File: config.mk
export PLATFORM = sky130hd
export DESIGN_NAME = ellp_mac
export DESIGN_NICKNAME = d
export VERILOG_FILES = /design/src/rtl/ellp_pkg.sv /design/src/rtl/ellp_mac.sv
export SDC_FILE = /design/constraint.sdc
export NUM_CORES = 2
export LEC_CHECK = 0
export ABC_CLOCK_PERIOD_IN_PS = 19370
export BUFFER_PORTS_ARGS = -buffer_cell sky130_fd_sc_hd__buf_2
export CAP_MARGIN = 20
export CELL_PAD_IN_SITES_DETAIL_PLACEMENT = 0
export CELL_PAD_IN_SITES_GLOBAL_PLACEMENT = 2
export CORE_UTILIZATION = 40
export DETAILED_ROUTE_END_ITERATION = 12
export GPL_TIMING_DRIVEN = 0
export PLACE_DENSITY_LB_ADDON = 0.1
export SLEW_MARGIN = 5
export SYNTH_ARGS = -nofsm -noshare
export SYNTH_HDL_FRONTEND = slang
export SYNTH_SLANG_ARGS = --single-unit
File: constraint.sdc
create_clock -name clk -period 19.37 [get_ports clk]
set_input_delay 3.874 -clock clk [delete_from_list [all_inputs] [get_ports clk]]
set_output_delay 3.874 -clock clk [all_outputs]
set_load 0.005 [all_outputs]
File: src/rtl/ellp_pkg.sv
`default_nettype none
package ellp_pkg;

  localparam int ROWS_DEF  = 16;
  localparam int COLS_DEF  = 64;
  localparam int WIDTH_DEF = 8;

  localparam int IDX_W = 6;
  localparam int VAL_W = 32;

  localparam logic [1:0] KIND_SET  = 2'd0;
  localparam logic [1:0] KIND_READ = 2'd1;
  localparam logic [1:0] KIND_LOAD = 2'd2;
  localparam logic [1:0] KIND_MUL  = 2'd3;

  localparam logic [1:0] ST_OK     = 2'd0;
  localparam logic [1:0] ST_ABSENT = 2'd1;
  localparam logic [1:0] ST_FULL   = 2'd2;
  localparam logic [1:0] ST_RANGE  = 2'd3;

  typedef struct packed {
    logic clr;
    logic mul;
    logic acc;
  } mac_ctrl_t;

endpackage
`default_nettype wire

File: src/rtl/ellp_mac.sv
`default_nettype none
module ellp_mac (
  input  wire logic                signed [31:0] a,
  input  wire logic                signed [31:0] b,
  input  wire ellp_pkg::mac_ctrl_t ctrl,
  input  wire logic                clk,
  output logic                     signed [31:0] sum_sat
);
  logic signed [63:0] prod;
  logic signed [63:0] acc;

  always_ff @(posedge clk) begin
    if (ctrl.mul) begin
      prod <= a * b;
    end
    if (ctrl.clr) begin
      acc <= '0;
    end else if (ctrl.acc) begin
      // arithmetic shift floors the Q32.32 product to Q16.16
      acc <= acc + (prod >>> 16);
    end
  end

  always_comb begin
    if (acc > 64'sd2147483647) begin
      sum_sat = 32'sh7fffffff;
    end else if (acc < -64'sd2147483648) begin
      sum_sat = 32'sh80000000;
    end else begin
      sum_sat = acc[31:0];
    end
  end
endmodule
`default_nettype wire

Word level (Yosys, flattened, before mapping)
Index checks and enable logic that the tools add are counted.
{"block": "word_totals", "ff_bits": 128, "inputBits": 68}
{"block": "classes", "mux": 2, "n_addsub": 1, "n_lt_le_gt_ge": 2, "multipliers": 1}
{"op": "$add A64 B48 Y64", "count": 1}
{"op": "$gt A64 B32 Y1 const B", "count": 1}
{"op": "$lt A64 B32 Y1 const B", "count": 1}
{"op": "$mul A32 B32 Y64", "count": 1}
{"op": "$mux W32", "count": 2}

Logic depth before layout (Yosys ltp)
{"block": "logic_depth", "depth_word": 3, "mapped_depth": 30, "ltp_nobuf": 28}

Least setup slack after synthesis
No wires, ideal clock.
{"block": "synth_timing", "path_kind": "input to register", "startpoint": "in a[31]", "endpoint": "reg prod[62] (data pin)", "path_slack_ps": 7884, "path_stages": 28, "t_arrival_ps": 11225, "n_path_buf": 2, "required_time_ps": 19110, "setup_time_ps": 260, "path_cell_list": "clkbuf_1 > nand2_1 > inv_1 > fa_1 > inv_1 > fa_1 > inv_1 > fa_1 > fa_1 > inv_1 > fa_1 > inv_1 > fa_1 > inv_1 > fa_1 > inv_1 > fa_1 > ha_1 > clkbuf_1 > and3_1 > and2_1 > and3_1 > inv_1 > nor3b_1 > a211oi_4 > o21ai_2 > a311oi_2 > xnor2_1"}
{"block": "synth_between", "elab_chain_len": 1}
{"item": "start: declaration", "line_no": "ellp_mac.sv:3", "rtl": "input wire logic signed [31:0] a,"}
{"item": "$mul A32 B32 Y64", "line_no": "ellp_mac.sv:14", "rtl": "prod <= a * b;"}
{"item": "end signal: assignment", "line_no": "ellp_mac.sv:14"}
{"item": "end: declaration", "line_no": "ellp_mac.sv:9", "rtl": "logic signed [63:0] prod;"}
No other way between the ends.
A chain may end at the register's enable or synchronous reset.

Worst setup path after layout
{"block": "layout_timing", "startpoint": "in b[5]", "endpoint": "reg prod[62] (data pin)"}
{"block": "layout_between", "elab_chain_len": 1}
{"item": "start: declaration", "line_no": "ellp_mac.sv:4", "rtl": "input wire logic signed [31:0] b,"}
{"item": "$mul A32 B32 Y64", "line_no": "ellp_mac.sv:14"}
No other way between the ends.

==> results.tsv <==
stage	metric	value	unit
logic_synthesis	top cells by count, synth	1,082 x fa_1, 994 x inv_1, 646 x nand2_1	
placement	PortBufs	98	
cells_and_area	Final Util	43.13	%
global_routing	largest net degree at the start of global routing	49	
sta	endpoints failing setup	0	
global_routing	vias in the first global route	34715	
clocking	H-tree Lvls	3	
logic_synthesis	syn nets	6093	
die	core region area	107400	um^2
sta	Worst Tran Pin Value	1303	ps
route	initial DRC count	2823	
critical_path	crit-path max cell delay	1110	ps
logic_synthesis	sequential area share after synthesis	6.266	%
clocking	post-cts resize count	0	
cells_and_area	layout cells sized above 1	3.745	%
sta	Setup TNS Final	0	ps
logic_synthesis	post-synthesis area per instance	9.245	um^2
clocking	Clock Tree Buf Depth	2	
critical_path	slowest CP cell	fa_1	
critical_path	worst setup path class	in2reg	
logic_synthesis	Syn. warnings	0	
run_status	outcome	completed	
sta	Hold Vio Cnt, Final	0	
logic_synthesis	share of the synthesized area in the top cell type	49.85	%
route	first-pass detailed-route iteration total	6	
cells_and_area	Final #Nets	6221	
route	Avg WL per Cell	27.13	um
sta	clock skew	18.26	ps
global_routing	first-pass GRT wire length	246.1	mm
logic_synthesis	Post-synth EDFFs	48	
logic_synthesis	cell area after synthesis	43450	um^2
clocking	Setup Buffers After CTS	0	
clocking	number of CTS-inserted buffers	9	
die	Chip Height	331.6	um
clocking	CTS Hold Bufs	0	
route	Routed WL	169.4	mm
die	I/O pin cnt	100	
clocking	Clock Latency Late Sink	380	ps
route	Via-to-Cell Ratio	5.284	
sta	Tcrit/Tclk final	68.12	%
cells_and_area	Syn-to-layout area delta	6.574	%
route	DRC viols	0	
die	Initial Utilization	40.47	%
critical_path	Critical Path AT	13320	ps
critical_path	crit path launch type	input pin	
job	Max-Cap Viols	0	
worst_hold_path	min-delay worst type	reg2reg	
clocking	clk sink count	112	
logic_synthesis	Synth area leader	fa_1	
critical_path	crit-path max FO	10	
sta	Max Clk Rate	75.78	MHz
die	row cnt	120	
die	die area	109900	um^2
logic_synthesis	Mapped Cells	4700	
placement	detailed-placement wirelength estimate	142.1	mm
critical_path	kind of end point of the critical path	register	
die	chip width	331.6	um
logic_synthesis	most common cell in the netlist	fa_1	
placement	Final GP Congestion	0.9639	
clocking	Root Driver	clkbuf_16	
global_routing	Congestion Overflow GR	0	
critical_path	critical path data required time	19500	ps
sta	RSZ-0062 raised after global routing	false	
logic_synthesis	Top FF cell, synth	dfxtp_1	
sta	Final min period	13200	ps
global_routing	initial antenna violation count	27	
sta	max_slew headroom	13.13	%
logic_synthesis	FF+latch count, synth	112	
clocking	clk slew on worst S/H paths	80	ps
route	Via Count	32991	
route	Detail Route Antenna Nets	0	
logic_synthesis	synth top area cells	fa_1 50%, inv_1 8.6%, and2_1 7.3%	
clocking	CTS tree	yes	
logic_synthesis	ys async rst share	0	%
global_routing	GRT Util Overall	31.41	%
logic_synthesis	Yosys cell types	86	
sta	fin. max-slew vios	0	
## placed cells by master (no fill, tap or decap), types with 12 or more instances in the layout
| cell type | instances |
|---|---|
| buf_8 | 12 |
| ha_1 | 243 |
| a21oi_1 | 122 |
| buf_2 | 101 |
| dfxtp_1 | 64 |
| nor2_1 | 137 |
| inv_1 | 994 |
| a211oi_1 | 15 |
| nor3_1 | 32 |
| o21ai_0 | 51 |
| nand2_1 | 646 |
| and3_1 | 13 |
| o21bai_1 | 20 |
| nor4_1 | 13 |
| nor2b_1 | 15 |
| o21ai_1 | 12 |
| xnor2_1 | 81 |
| clkbuf_1 | 238 |
| o21a_1 | 17 |
| nand3_1 | 30 |
| nand4_1 | 41 |
| fa_1 | 1081 |
| xor2_1 | 27 |
| and2_1 | 505 |
| nand2b_1 | 15 |
| edfxtp_1 | 48 |
| a21o_1 | 54 |
| mux2i_1 | 34 |
## layer usage
| metal | track usage, % | up-vias | wire (um) | part of all wire, % |
|---|---|---|---|---|
| li1 | - | 14332 | - | - |
| met1 | 43.44 | 17202 | 72360 | 43 |
| met2 | 49.00 | 1262 | 75740 | 45 |
| met3 | 7.846 | 183 | 16370 | 9.7 |
| met4 | 8.303 | 12 | 4855 | 2.9 |
| met5 | 0 | - | 68 | 0.040 |
## final cells by class
cell class                      count  area [um^2]
Multi-Input combinational cell   3344        36050
Tap cell                         1403         1755
Sequential cell                   112         2723
Clock buffer                       10        250.2
Inverter                          994         3731
Buffer                            250        949.7
Clock inverter                      6        72.57
Fill cell                       10935        61050
Antenna cell                        7        17.52
Timing Repair Buffer              117        755.7
## through the flow
step,cells,worst slack [ps],instance area [um^2],hold slack (ps)
2_1_floorplan,4700,7884,43450,470.6
3_3_place_gp,6201,5790,45700,498.9
3_5_place_dp,6210,5739,45820,511.7
4_1_cts,6226,6131,46140,524.6
5_1_grt,6236,5697,46290,563.3
6_report,6243,6174,46310,526.4
## logic make-up (layout without fill, tap and decap cells)
family	after synthesis	count (layout)	share of synthesized area (%)
adder cells (fa/ha/maj)	1325	1325	56.85
XOR/XNOR	108	108	2.177
multiplexers	35	35	0.8092
AO/OA/AOI/OAI	391	391	6.258
AND/OR/NAND/NOR	1485	1485	16.87
flip-flops	112	112	6.266
other	0	7	0
buffers and inverters	1244	1377	10.77
## worst max-delay path, delay by kind of cell
family | cells | cell delay (ps)
and+or+nand+nor | 5 | 1380
AOI/OAI and AO/OA | 3 | 570
xor gates and xnor gates | 1 | 170
buffers and inverters | 11 | 2420
adders and majority gates | 9 | 4870
## worst paths after layout
kind / end / start / cells after the start / slack, ps
worst min register to register: acc[13]$_SDFFE_PP0P_ / acc[13]$_SDFFE_PP0P_ / 2 / 530
worst min-delay path: acc[13]$_SDFFE_PP0P_ / acc[13]$_SDFFE_PP0P_ / 2 / 530
worst max register to register: acc[62]$_SDFFE_PP0P_ / acc[0]$_SDFFE_PP0P_ / 13 / 15720
worst max-delay path: prod[62]$_DFFE_PP_ / b[5] / 29 / 6170
## registers in the layout, indices dropped and copies added, names as in the netlist
signal	flops
acc	64
prod	48
Power is left out: the tool's default activity adds up to more than one toggle a clock period on the data nets, which glitch-free logic cannot reach.
